[src/rtl/phre_pkg.sv]
// ----------------------------------------------------------------------------
// phre_pkg
// Types, constants and helpers shared by the printable-run hex escaper.
// ----------------------------------------------------------------------------
package phre_pkg;

	localparam int QUEUE_DEPTH = 2;
	localparam int MAX_CHARS   = 4;
	localparam int CHAR_IDX_W  = $clog2(MAX_CHARS);

	localparam logic [7:0] CH_OPEN  = 8'h3C; // '<'
	localparam logic [7:0] CH_CLOSE = 8'h3E; // '>'
	localparam logic [7:0] CH_SPACE = 8'h20; // ' '

	typedef struct packed {
		logic [7:0] in_byte;
		logic       end_of_buffer;
	} item_t;

	typedef struct packed {
		logic [7:0] out_char;
		logic       last_of_item;
	} text_t;

	// one decoded request: up to four characters and the index of the last one
	typedef struct packed {
		logic [MAX_CHARS-1:0][7:0] chars;
		logic [CHAR_IDX_W-1:0]     last_idx;
	} cmd_t;

	function automatic logic [7:0] hex_char(input logic [3:0] d);
		logic [7:0] r;
		if (d < 4'd10) begin
			r = 8'h30 + {4'd0, d};
		end else begin
			r = 8'h37 + {4'd0, d};
		end
		return r;
	endfunction

	function automatic logic is_printable(input logic [7:0] b);
		return ((b >= 8'h20) && (b <= 8'h7E)) || ((b >= 8'hA0) && (b <= 8'hFE));
	endfunction

endpackage

[src/rtl/phre_front.sv]
// ----------------------------------------------------------------------------
// phre_front
// Accepts input bytes, tracks the open hex run, and builds the character
// sequence for each byte as one command for the queue.
// ----------------------------------------------------------------------------
module phre_front import phre_pkg::*; (
	input  logic  clk,
	input  logic  arst_n,
	input  logic  item_valid,
	output logic  item_stall,
	input  item_t item,
	input  logic  q_full,
	output logic  q_push,
	output cmd_t  q_data
);

	logic                  hex_run_open_q;
	logic                  open_next;
	logic [CHAR_IDX_W-1:0] n;

	assign item_stall = q_full;
	assign q_push     = item_valid && !q_full;

	always_comb begin
		q_data.chars = '0;
		n            = '0;
		if (is_printable(item.in_byte)) begin
			if (hex_run_open_q) begin
				q_data.chars[0] = CH_CLOSE;
				q_data.chars[1] = item.in_byte;
				n               = CHAR_IDX_W'(1);
			end else begin
				q_data.chars[0] = item.in_byte;
			end
			open_next = 1'b0;
		end else begin
			q_data.chars[0] = hex_run_open_q ? CH_SPACE : CH_OPEN;
			q_data.chars[1] = hex_char(item.in_byte[7:4]);
			q_data.chars[2] = hex_char(item.in_byte[3:0]);
			n               = CHAR_IDX_W'(2);
			open_next       = 1'b1;
		end
		// final byte closes any open run
		if (item.end_of_buffer && open_next) begin
			n                = n + 1'b1;
			q_data.chars[n]  = CH_CLOSE;
			open_next        = 1'b0;
		end
		q_data.last_idx = n;
	end

	always_ff @(posedge clk or negedge arst_n) begin
		if (!arst_n) begin
			hex_run_open_q <= 1'b0;
		end else if (q_push) begin
			hex_run_open_q <= open_next;
		end
	end

endmodule

[src/rtl/phre_queue.sv]
// ----------------------------------------------------------------------------
// phre_queue
// Small register queue of decoded commands between front and back.
// ----------------------------------------------------------------------------
module phre_queue import phre_pkg::*; #(
	parameter int DEPTH = QUEUE_DEPTH
) (
	input  logic clk,
	input  logic arst_n,
	input  logic push,
	input  cmd_t push_data,
	input  logic pop,
	output cmd_t head,
	output logic full,
	output logic empty
);

	localparam int PTR_W = (DEPTH > 1) ? $clog2(DEPTH) : 1;
	localparam int CNT_W = $clog2(DEPTH + 1);

	cmd_t             mem_q [DEPTH];
	logic [PTR_W-1:0] wr_ptr_q;
	logic [PTR_W-1:0] rd_ptr_q;
	logic [CNT_W-1:0] count_q;

	assign full  = (count_q == CNT_W'(DEPTH));
	assign empty = (count_q == '0);
	assign head  = mem_q[rd_ptr_q];

	always_ff @(posedge clk) begin
		if (push) begin
			mem_q[wr_ptr_q] <= push_data;
		end
	end

	always_ff @(posedge clk or negedge arst_n) begin
		if (!arst_n) begin
			wr_ptr_q <= '0;
			rd_ptr_q <= '0;
			count_q  <= '0;
		end else begin
			if (push) begin
				wr_ptr_q <= (wr_ptr_q == PTR_W'(DEPTH - 1)) ? '0 : wr_ptr_q + 1'b1;
			end
			if (pop) begin
				rd_ptr_q <= (rd_ptr_q == PTR_W'(DEPTH - 1)) ? '0 : rd_ptr_q + 1'b1;
			end
			if (push && !pop) begin
				count_q <= count_q + 1'b1;
			end else if (pop && !push) begin
				count_q <= count_q - 1'b1;
			end
		end
	end

endmodule

[src/rtl/phre_back.sv]
// ----------------------------------------------------------------------------
// phre_back
// Walks the head command one character per cycle, unless stalled, into text_q.
// ----------------------------------------------------------------------------
module phre_back import phre_pkg::*; (
	input  logic  clk,
	input  logic  arst_n,
	input  cmd_t  head,
	input  logic  q_empty,
	output logic  q_pop,
	output logic  text_valid,
	input  logic  text_stall,
	output text_t text
);

	logic [CHAR_IDX_W-1:0] idx_q;
	logic                  text_valid_q;
	text_t                 text_q;
	logic                  advance;
	logic                  at_last;

	assign advance    = !q_empty && (!text_valid_q || !text_stall);
	assign at_last    = (idx_q == head.last_idx);
	assign q_pop      = advance && at_last;
	assign text_valid = text_valid_q;
	assign text       = text_q;

	always_ff @(posedge clk) begin
		if (advance) begin
			text_q.out_char     <= head.chars[idx_q];
			text_q.last_of_item <= at_last;
		end
	end

	always_ff @(posedge clk or negedge arst_n) begin
		if (!arst_n) begin
			idx_q        <= '0;
			text_valid_q <= 1'b0;
		end else if (advance) begin
			text_valid_q <= 1'b1;
			idx_q        <= at_last ? '0 : idx_q + 1'b1;
		end else if (!text_stall) begin
			text_valid_q <= 1'b0;
		end
	end

endmodule

[src/rtl/printable_run_hex_escaper.sv]
// An accepted byte is written into the command queue, then its characters are
// loaded into the output register, one character per cycle while text_stall is
// low; a byte gives 1 to 4 characters (printable 1-2, non-printable 3, plus 1
// when the final byte closes a run). Input takes a byte per cycle while the
// command queue has room. Reset clears the run flag, queue and output valid flag.
// ----------------------------------------------------------------------------
// printable_run_hex_escaper
// Passes printable bytes through and writes runs of other bytes as <HH HH>.
// ----------------------------------------------------------------------------
module printable_run_hex_escaper import phre_pkg::*; #(
	parameter int QDEPTH = QUEUE_DEPTH
) (
	input  logic  clk,
	input  logic  arst_n,
	input  logic  item_valid,
	output logic  item_stall,
	input  item_t item,
	output logic  text_valid,
	input  logic  text_stall,
	output text_t text
);

	logic q_push;
	logic q_pop;
	logic q_full;
	logic q_empty;
	cmd_t q_in;
	cmd_t q_head;

	phre_front u_front (
		.clk        (clk),
		.arst_n     (arst_n),
		.item_valid (item_valid),
		.item_stall (item_stall),
		.item       (item),
		.q_full     (q_full),
		.q_push     (q_push),
		.q_data     (q_in)
	);

	phre_queue #(
		.DEPTH (QDEPTH)
	) u_queue (
		.clk       (clk),
		.arst_n    (arst_n),
		.push      (q_push),
		.push_data (q_in),
		.pop       (q_pop),
		.head      (q_head),
		.full      (q_full),
		.empty     (q_empty)
	);

	phre_back u_back (
		.clk        (clk),
		.arst_n     (arst_n),
		.head       (q_head),
		.q_empty    (q_empty),
		.q_pop      (q_pop),
		.text_valid (text_valid),
		.text_stall (text_stall),
		.text       (text)
	);

endmodule

[config.mk]
export PLATFORM = sky130hd
export DESIGN_NAME = printable_run_hex_escaper
export DESIGN_NICKNAME = d
export VERILOG_FILES = /design/src/rtl/phre_pkg.sv /design/src/rtl/phre_front.sv /design/src/rtl/phre_queue.sv /design/src/rtl/phre_back.sv /design/src/rtl/printable_run_hex_escaper.sv
export SDC_FILE = /design/constraint.sdc
export NUM_CORES = 1
export LEC_CHECK = 0
export BUFFER_PORTS_ARGS = -buffer_cell sky130_fd_sc_hd__buf_2
export CAP_MARGIN = 20
export CORE_ASPECT_RATIO = 0.7
export CORE_MARGIN = 2
export CORE_UTILIZATION = 40
export CTS_CLUSTER_SIZE = 24
export DETAILED_ROUTE_END_ITERATION = 16
export GPL_TIMING_DRIVEN = 0
export HOLD_SLACK_MARGIN = 0.15
export PLACE_DENSITY_LB_ADDON = 0.05
export SYNTH_ARGS = -nofsm -noshare
export SYNTH_HDL_FRONTEND = slang
export SYNTH_SLANG_ARGS = --single-unit
[constraint.sdc]
create_clock -name clk -period 3.25 [get_ports clk]
set_clock_uncertainty 0.1 [all_clocks]
set_input_delay 0 -clock clk [delete_from_list [all_inputs] [get_ports clk]]
set_output_delay 0 -clock clk [all_outputs]
set_load 0.01 [all_outputs]
Word-level counts from Yosys, hierarchy flattened
Memory sizes are Yosys's and may differ from the RTL's.
Cells that the tools add are included.
{ "word_totals": {"elab_cells": 79, "reg_bits": 17, "latchBits": 0, "romBits": 0, "n_memories": 1, "ramBits": 68} }
{ "mem_list": {"columns": ["name", "depth", "width", "read_ports", "rd_ports_with_merged_regs", "wr", "line_no", "rtl"], "rows": [
  ["u_queue.mem_q", 2, 34, 1, 0, 1, "phre_queue.sv:21", "cmd_t mem_q [DEPTH];"]
]} }
{ "classes": {"div": 0, "addsub": 10, "order_cmp": 9, "reduce_logical": 19, "shift": 0, "bitwise_logic": 3, "eq_ne": 3, "n_mux": 26, "multipliers": 0} }
{ "ops": {"columns": ["operator", "n"], "rows": [
  ["$mux 8", 7],
  ["$mux 32", 1],
  ["$add 6x4->7 const A", 4],
  ["$or 15x20->20", 1],
  ["$bmux 8 s2", 1],
  ["$demux 8 s2", 1],
  ["$mux 16", 1],
  ["$and 9x12->12", 1],
  ["$not 12->12", 1],
  ["$mux 2", 5],
  ["$logic_and 1x1->1", 9],
  ["$mux 1", 9],
  ["$ge 8x6->1 const B", 1],
  ["$ge 8x8->1 const B", 1],
  ["$le 8x7->1 const B", 1],
  ["$le 8x8->1 const B", 1],
  ["$lt 4x4->1 const B", 2],
  ["$add 2x1->2 const B", 3],
  ["$logic_not 1->1", 6],
  ["$lt 2x3->1 const B", 2],
  ["$mux 5", 1],
  ["$add 1x1->1 const B", 2],
  ["$eq 2x2->1", 1],
  ["$eq 2x2->1 const B", 1],
  ["other kinds (6)", 7]
]} }

Longest topological paths before layout
Gate-level depths: netlist of the first run.
{ "depth": {"word_depth": 12, "ltp_mapped": 9} }

By module
Synthesis of the first run repeated with hierarchy kept, for this count alone.
{ "unflattened": {"hier_cells": 252, "area_unflattened_um2": 4132.7} }
{ "modules_own_cells": {"columns": ["mod", "area_per_inst_um2", "cells_each", "seq_area_each_um2", "n_inst"], "rows": [
  ["phre_queue", 2791.4, 122, 2142.1, 1],
  ["phre_front", 686.9, 94, 25.0, 1],
  ["phre_back", 654.4, 36, 345.3, 1]
]} }

Worst setup path before layout of the first run
Ideal clock, no wire load.
{ "synth_path": {"path_kind": "reg2reg", "from": "register u_queue.count_q[0]", "to": "memory u_queue.mem_q[0][0] in the netlist's numbering, enable pin", "synth_period_minus_slack_ns": 2.299, "t_arrival_ns": 1.790, "path_stages_with_launch": 4, "required_ns": 2.741, "slack_ns": 0.951, "n_path_buf": 0, "cell_sequence": "dfrtp_1 -> nand2b_1 -> nand2_1 -> nor2_1"} }
{ "synth_via": {"elab_chain_cells": 5} }
{ "synth_rtl": {"columns": ["element", "line_no", "rtl"], "rows": [
  ["start: declaration", "phre_queue.sv:24", "logic [CNT_W-1:0] count_q;"],
  ["start signal: assignment", "phre_queue.sv:49", "count_q <= count_q + 1'b1;"],
  ["start signal: assignment", "phre_queue.sv:51", "count_q <= count_q - 1'b1;"],
  ["$eq 2x2->1", "phre_queue.sv:26", "assign full = (count_q == CNT_W'(DEPTH));"],
  ["$logic_not 1->1", "phre_front.sv:22", "assign q_push = item_valid && !q_full;"],
  ["$logic_and 1x1->1", "phre_front.sv:22", null],
  ["$mux 1", "phre_queue.sv:31", "if (push) begin"],
  ["$mux 1 (not written as such)", "phre_queue.sv:32", "mem_q[wr_ptr_q] <= push_data;"],
  ["end: declaration", "phre_queue.sv:21", null]
]} }
No other way between the ends.

Final worst setup path of the first run
{ "layout_path": {"from": "register u_queue.rd_ptr_q", "to": "register u_queue.count_q[1]"} }
{ "layout_via": {"elab_chain_cells": 6} }
{ "layout_rtl": {"columns": ["element", "line_no", "rtl"], "rows": [
  ["start: declaration", "phre_queue.sv:23", "logic [PTR_W-1:0] rd_ptr_q;"],
  ["start signal: assignment", "phre_queue.sv:46", "rd_ptr_q <= (rd_ptr_q == PTR_W'(DEPTH - 1)) ? '0 : rd_ptr_q + 1'b1;"],
  ["$mem_v2 2x34 (*)", null, null],
  ["$eq 2x2->1 (*)", "phre_back.sv:23", "assign at_last = (idx_q == head.last_idx);"],
  ["$logic_and 1x1->1 (*)", "phre_back.sv:24", "assign q_pop = advance && at_last;"],
  ["$logic_not 1->1", "phre_queue.sv:48", "if (push && !pop) begin"],
  ["$logic_and 1x1->1", "phre_queue.sv:48", null],
  ["$mux 2 or $reduce_bool 2->1 (tied branches)", null, null]
]} }
Mark *: on every way between the ends. The rest lies on a longest branch, timed or not.
A chain may end at the register's enable or synchronous reset.

==> results of run 1 <==
cells by family after synthesis:
family                     after synthesis  share of synthesized area (%)
and+or+nand+nor                         56                           9.13
xor gates and xnor gates                 8                           2.24
muxes                                   19                           9.89
DFF                                     69                           65.0
buffers and inverters                   26                           3.92
adders and majority gates                4                           1.60
AOI/OAI and AO/OA                       36                           8.17
routing by layer:
metal  track usage, %  up-vias  wire length, µm
li1                 -      916                -
met1             24.4      918             3240
met5                0        -                0
met2             20.6       42             2510
met3             6.05        2              257
met4             3.16        0               25
cell usage in the layout, fill, tap and decap left out, types with 3 or more instances in the layout:
cell type | Yosys | layout
dlygate4sd3_1 | 0 | 15
clkinv_1 | 0 | 3
o21ai_0 | 9 | 9
nor2b_1 | 3 | 3
clkbuf_1 | 3 | 4
nand2_1 | 12 | 12
xor2_1 | 4 | 4
nor3_1 | 4 | 4
mux4_2 | 8 | 8
a21oi_1 | 6 | 6
nor2_1 | 16 | 15
edfxtp_1 | 61 | 61
inv_1 | 16 | 16
clkbuf_8 | 0 | 9
xnor2_1 | 4 | 4
buf_2 | 1 | 22
o221ai_1 | 5 | 5
nand3_1 | 5 | 5
dfrtp_1 | 8 | 8
ha_1 | 4 | 4
nor3b_1 | 3 | 3
mux2i_1 | 8 | 8
path summary, 6_finish.rpt:
kind	startpoint	end	slack (ns)	depth (start not counted)
max reg2reg	u_queue.rd_ptr_q	u_queue.count_q[1]	1.16	8
min reg2reg	u_back.text_valid	u_back.text_valid	0.40	2
max in group asynchronous	arst_n	u_front.hex_run_open_q	2.21	3
max	u_queue.rd_ptr_q	u_queue.count_q[1]	1.16	8
min	text_stall	u_back.text_valid	0.33	4
min in group asynchronous	arst_n	u_back.idx_q[0]	0.55	3
cell type report:
| class | instances | area, µm² |
|---|---|---|
| clock inverter | 6 | 53.8 |
| timing repair buffer | 38 | 310 |
| tap | 98 | 123 |
| fill | 669 | 3680 |
| sequential | 69 | 2030 |
| inverter | 16 | 60.1 |
| multi-input combinational | 123 | 972 |
| buffer | 10 | 62.6 |
| clock buffer | 10 | 128 |
registers in the layout (all words and copies together) (netlist names):
register and cells:
u_queue.mem_q 52, u_back.text 9, u_back.idx_q 2, u_queue.count_q 2
u_back.text_valid 1, u_front.hex_run_open_q 1, u_queue.rd_ptr_q 1, u_queue.wr_ptr_q 1
metrics by stage:
| stage | instances | area [µm²] | hold WS [ns] | setup WS [ns] |
|---|---|---|---|---|
| after floorplan | 218 | 3120 | -0.396 | 0.951 |
| after global placement | 337 | 3350 | -0.240 | 0.150 |
| after detailed placement | 339 | 3410 | -0.241 | 1.16 |
| after CTS | 370 | 3740 | 0.296 | 1.13 |
| after global routing | 370 | 3740 | 0.354 | 1.01 |
| final | 370 | 3740 | 0.328 | 1.16 |
critical path, cell delays in order (launching register included):
cell	delay (ns)
dfrtp_1	0.34
buf_6	0.19
mux2_4	0.35
xor2_1	0.17
nor3_2	0.16
inv_1	0.08
ha_1	0.32
nor2_1	0.14
xor2_1	0.14
power by group through the flow:
stage | Sequential [mW] | Clock (mW) | Combinational, mW
global route | 1.44 | 0.702 | 1.20
detailed placement | 1.43 | 0 | 1.08
global placement | 1.44 | 0 | 1.03
CTS | 1.41 | 0.659 | 1.10
floorplan | 1.45 | 0 | 0.700
finish | 1.41 | 0.643 | 1.08
timing repair:
action                    in CTS  in global routing
hold endpoints to repair      63                  0
buffers inserted               0                  0
hold buffers                  15                  0
==> key figures, run 1 <==
STA
  – Max Clock Freq: 479 MHz
  – Tcrit/Tclk final: 64.3%
  – Final setup TNS: 0 ns
  – # setup viols final: 0
  – Max Slew Vio Count: 0
  – Fin crit period: 2.09 ns
  – Slew @ Worst Pin: 0.795 ns
  – Final Hold Vio Count: 0
  – Slew margin rel.: 46.9%
  – RSZ-0062 raised after global routing: false

Cells and area
  – Fin util: 50.4%
  – Layout cells sized above 1: 22.1%
  – Nets: 284
  – # diodes: 0
  – Area growth from synthesis to layout: 19.7%

Run status
  – Status: finished clean

Synthesis
  – Synth area leaders: edfxtp_1 59%, dfrtp_1 6.4%, mux4_2 5.8%
  – Most frequent cell after synthesis: edfxtp_1
  – Yosys cell types: 49
  – Commonest cells in the netlist: 61 x edfxtp_1, 16 x inv_1, 16 x nor2_1, 12 x nand2_1, 9 x o21ai_0
  – Cells after Synth: 218
  – Leading area contributor after synthesis: edfxtp_1
  – EDFF count, synth: 61
  – Most used flip-flop cell after synthesis: edfxtp_1
  – Seq/Total Area, Yosys: 65.0%
  – Synth warn: 0
  – Post-synthesis async set-or-reset flop share: 11.6%
  – Post-Syn Area: 3120 µm²
  – Synthesized flop and latch total: 69
  – Synth top area share: 58.6%
  – Mapped Avg Cell Area: 14.3 µm²
  – Syn_nets: 235

Worst setup path
  – Crit Path Category: reg2reg
  – Critical Path AT: 2.25 ns
  – CP Max Fanout: 10
  – Crit path launch type: register
  – Critical Path Sink Type: register
  – Crit path required time: 3.41 ns

Routing
  – Drt drc: 0
  – First-pass DRT Iterations: 4
  – Vias: 1878
  – Wirelength per Cell: 16.3 µm
  – DRT antenna net count: 0
  – Post-DR vias/cell: 5.08
  – Initial DRC Count: 98
  – Final wirelength: 6030 µm

Clock tree
  – CTS H-tree depth: 3
  – TritonCTS Buffers: 9
  – Maximum clock insertion buffer count: 2
  – Clock Latency Late Sink: 0.33 ns
  – Root Driver: clkbuf_8
  – CTS tree: built
  – Clk sinks: 69
  – Clock Pin Slew Worst Setup and Hold Paths: 0.07 ns
  – Resized cells post-CTS: 0

Power and ir drop
  – Part of the power in registers: 44.9%
  – Clock power frac: 20.5%
  – Sw Pwr: 994 µW
  – Peak supply drop: 0.506 mV
  – Comb pwr share: 34.5%
  – Pwr Total: 3.13 mW
  – Cell Pwr Density: 837 nW/µm²
  – Cell Int Power: 2.14 mW
  – Leakage: 1.42 nW
  – Sw Ratio: 31.7%

Global route
  – Initial antenna violation count: 0
  – Total GRT Usage: 15.7%
  – Pin count of the biggest net entering global routing: 15
  – Global-route wire length before repair: 9680 µm
  – GRT overflow: 0
  – Number of global-route vias before repair: 1754

Place
  – Hpwl dp: 4260 µm
  – Routability Congestion: 0.755
  – Buffers on Ports: 21

Job
  – Max cap viols: 0

Floorplanning
  – I/O pin cnt: 24
  – Die height: 77.9 µm
  – Std cell rows: 26
  – Die Wd: 110 µm
  – Die Footprint: 8540 µm²
  – Initial core utilization: 42.1%
  – Total core area: 7420 µm²

Min path
  – Hold WC Path Type: in2reg
No activity file was read; power rests on OpenSTA's default activity.
==> run 2, diff against run 1 <==
- clock period: 3.25 -> 1.7 ns (I/O delays scaled with it)
==> key figures, run 2 (same netlist as run 1, synthesis figures left out) <==
STA
  – Final setup TNS: -1.04 ns
  – Final worst setup slack: -0.295 ns
  – Max Clock Freq: 501 MHz
  – Slew margin rel.: 65.3%
  – Fin crit period: 1.99 ns
  – Final Hold Vio Count: 0
  – Slew @ Worst Pin: 0.513 ns
  – Max Slew Vio Count: 0
  – # setup viols final: 10
  – Tcrit/Tclk final: 117%
  – RSZ-0062 raised after global routing: true

Clock tree
  – Clock Pin Slew Worst Setup and Hold Paths: 0.07 ns
  – CTS H-tree depth: 3
  – Clk sinks: 69
  – CTS tree: built
  – TritonCTS Buffers: 9
  – Root Driver: clkbuf_8
  – Clock Latency Late Sink: 0.33 ns
  – Maximum clock insertion buffer count: 2

Place
  – Buffers on Ports: 21
  – Routability Congestion: 0.783
  – Hpwl dp: 4300 µm

Cells and area
  – Area of the multi-input gates: 1060 µm²
  – Leading cell types in the layout, fill and taps excluded: 61 x edfxtp_1, 20 x buf_2, 14 x nor2_1, 14 x dlygate4sd3_1
  – Area growth from synthesis to layout: 24.5%
  – Fin util: 52.4%
  – Layout cells sized above 1: 30.8%
  – # diodes: 0
  – Most common cell after layout, fill and taps aside: edfxtp_1
  – Number of fill cells in the layout: 661
  – FF/Latch Area: 2030 µm²
  – Nets: 291
  – Top reg by flops: u_queue.mem_q
  – Max FFs per register: 52

Routing
  – Drt drc: 0
  – Wirelength per Cell: 17.2 µm
  – Vias: 1915
  – Post-DR vias/cell: 5.08
  – DRT antenna net count: 0
  – Final wirelength: 6490 µm
  – Initial DRC Count: 62
  – First-pass DRT Iterations: 4

Global route
  – GRT overflow: 0
  – Total GRT Usage: 16.3%
  – Initial antenna violation count: 0
  – Pin count of the biggest net entering global routing: 27
  – Global-route wire length before repair: 10000 µm
  – Number of global-route vias before repair: 1790

Power and ir drop
  – Part of the power in registers: 43.4%
  – Cell Int Power: 4.29 mW
  – Comb pwr share: 37.1%
  – Cell Pwr Density: 1630 nW/µm²
  – Sw Pwr: 2.06 mW
  – Sw Ratio: 32.5%
  – Leakage: 1.47 nW
  – Clock power frac: 19.4%
  – Peak supply drop: 0.727 mV

Worst setup path
  – Crit Path Category: reg2reg
  – Crit path launch type: register
  – Crit path required time: 1.85 ns
  – Critical Path AT: 2.15 ns
  – CP Max Fanout: 4
  – Critical Path Sink Type: register

Run status
  – Failing checks: negative setup slack
  – Status: finished with violations

Floorplanning
  – Initial core utilization: 42.1%
  – Total core area: 7420 µm²
  – Std cell rows: 26
  – Die Footprint: 8540 µm²
  – Die height: 77.9 µm
  – I/O pin cnt: 24
  – Die Wd: 110 µm

Job
  – Max cap viols: 0

Min path
  – Hold WC Path Type: in2reg
==> run 2: cell types whose count changed in the layout (fill, tap and decap cells not counted), sizes merged <==
cell | before | now
buf | 29 | 35
clkbuf | 14 | 16
clkinvlp | 1 | 0
dlygate4sd3 | 15 | 14
nor2 | 16 | 17
==> run 2: layer usage <==
metal / up-vias / track usage, % / wire [µm]
met2: 39 / 21.5 / 2810
met3: 5 / 5.55 / 328
li1: 933 / - / -
met5: - / 0 / 0
met1: 938 / 25.5 / 3320
met4: 0 / 3.80 / 40
==> run 2: power by group through the flow <==
stage               Clock [mW]  Combinational [mW]  Sequential (mW)
floorplan                    0                1.35             2.76
global placement             0                1.99             2.74
detailed placement           0                1.98             2.74
CTS                       1.28                2.17             2.72
global route              1.34                2.59             2.80
finish                    1.23                2.36             2.76
==> run 2: path summary, 6_finish.rpt <==
check / to / from / cells past startpoint / slack, ns
max: u_queue.count_q[1] / u_queue.rd_ptr_q / 9 / -0.29
min: u_queue.mem_q[0][0] / item[6] / 3 / 0.14
max reg2reg: u_queue.count_q[1] / u_queue.rd_ptr_q / 9 / -0.29
min reg2reg: u_back.text_valid / u_back.text_valid / 2 / 0.41
max in group asynchronous: u_queue.rd_ptr_q / arst_n / 3 / 0.62
min in group asynchronous: u_back.text_valid / arst_n / 3 / 0.57
==> run 2: cell type report <==
cell class                      count  share of cell area [%]
Sequential cell                    69                    52.3
Clock buffer                       11                    3.38
Clock inverter                      5                    1.32
Tap cell                           98                    3.15
Timing Repair Buffer               45                    9.14
Buffer                              9                    1.87
Multi-Input combinational cell    124                    27.3
Inverter                           16                    1.54
==> run 2: per-stage QoR <==
stage	instances	worst slack, ns	total power [mW]	hold WS [ns]	area (µm²)
2_1_floorplan	218	-0.216	4.11	-0.396	3130
4_1_cts	372	-0.364	6.17	0.167	3750
3_5_place_dp	337	-0.410	4.73	-0.239	3360
3_3_place_gp	337	-0.414	4.73	-0.241	3360
6_report	377	-0.295	6.35	0.137	3890
5_1_grt	377	-0.426	6.73	0.166	3890
==> run 2: repair_timing <==
action | in CTS | in global routing
resized for setup | 11 | 27
buffers inserted | 5 | 6
hold endpoints to repair | 63 | 0
hold buffers | 14 | 0
endpoints found under the setup margin | 60 | 66
pin swaps | 3 | 8
cloned | 0 | 1
==> run 2: worst max-delay path: stages, from the launching register on <==
cell and delay, ns:
dfrtp_2 0.47, buf_6 0.15, mux2i_4 0.19, xnor2_2 0.16
nor3_2 0.21, inv_2 0.08, ha_4 0.16, xor2_1 0.13
nor2_1 0.13, xor2_1 0.15
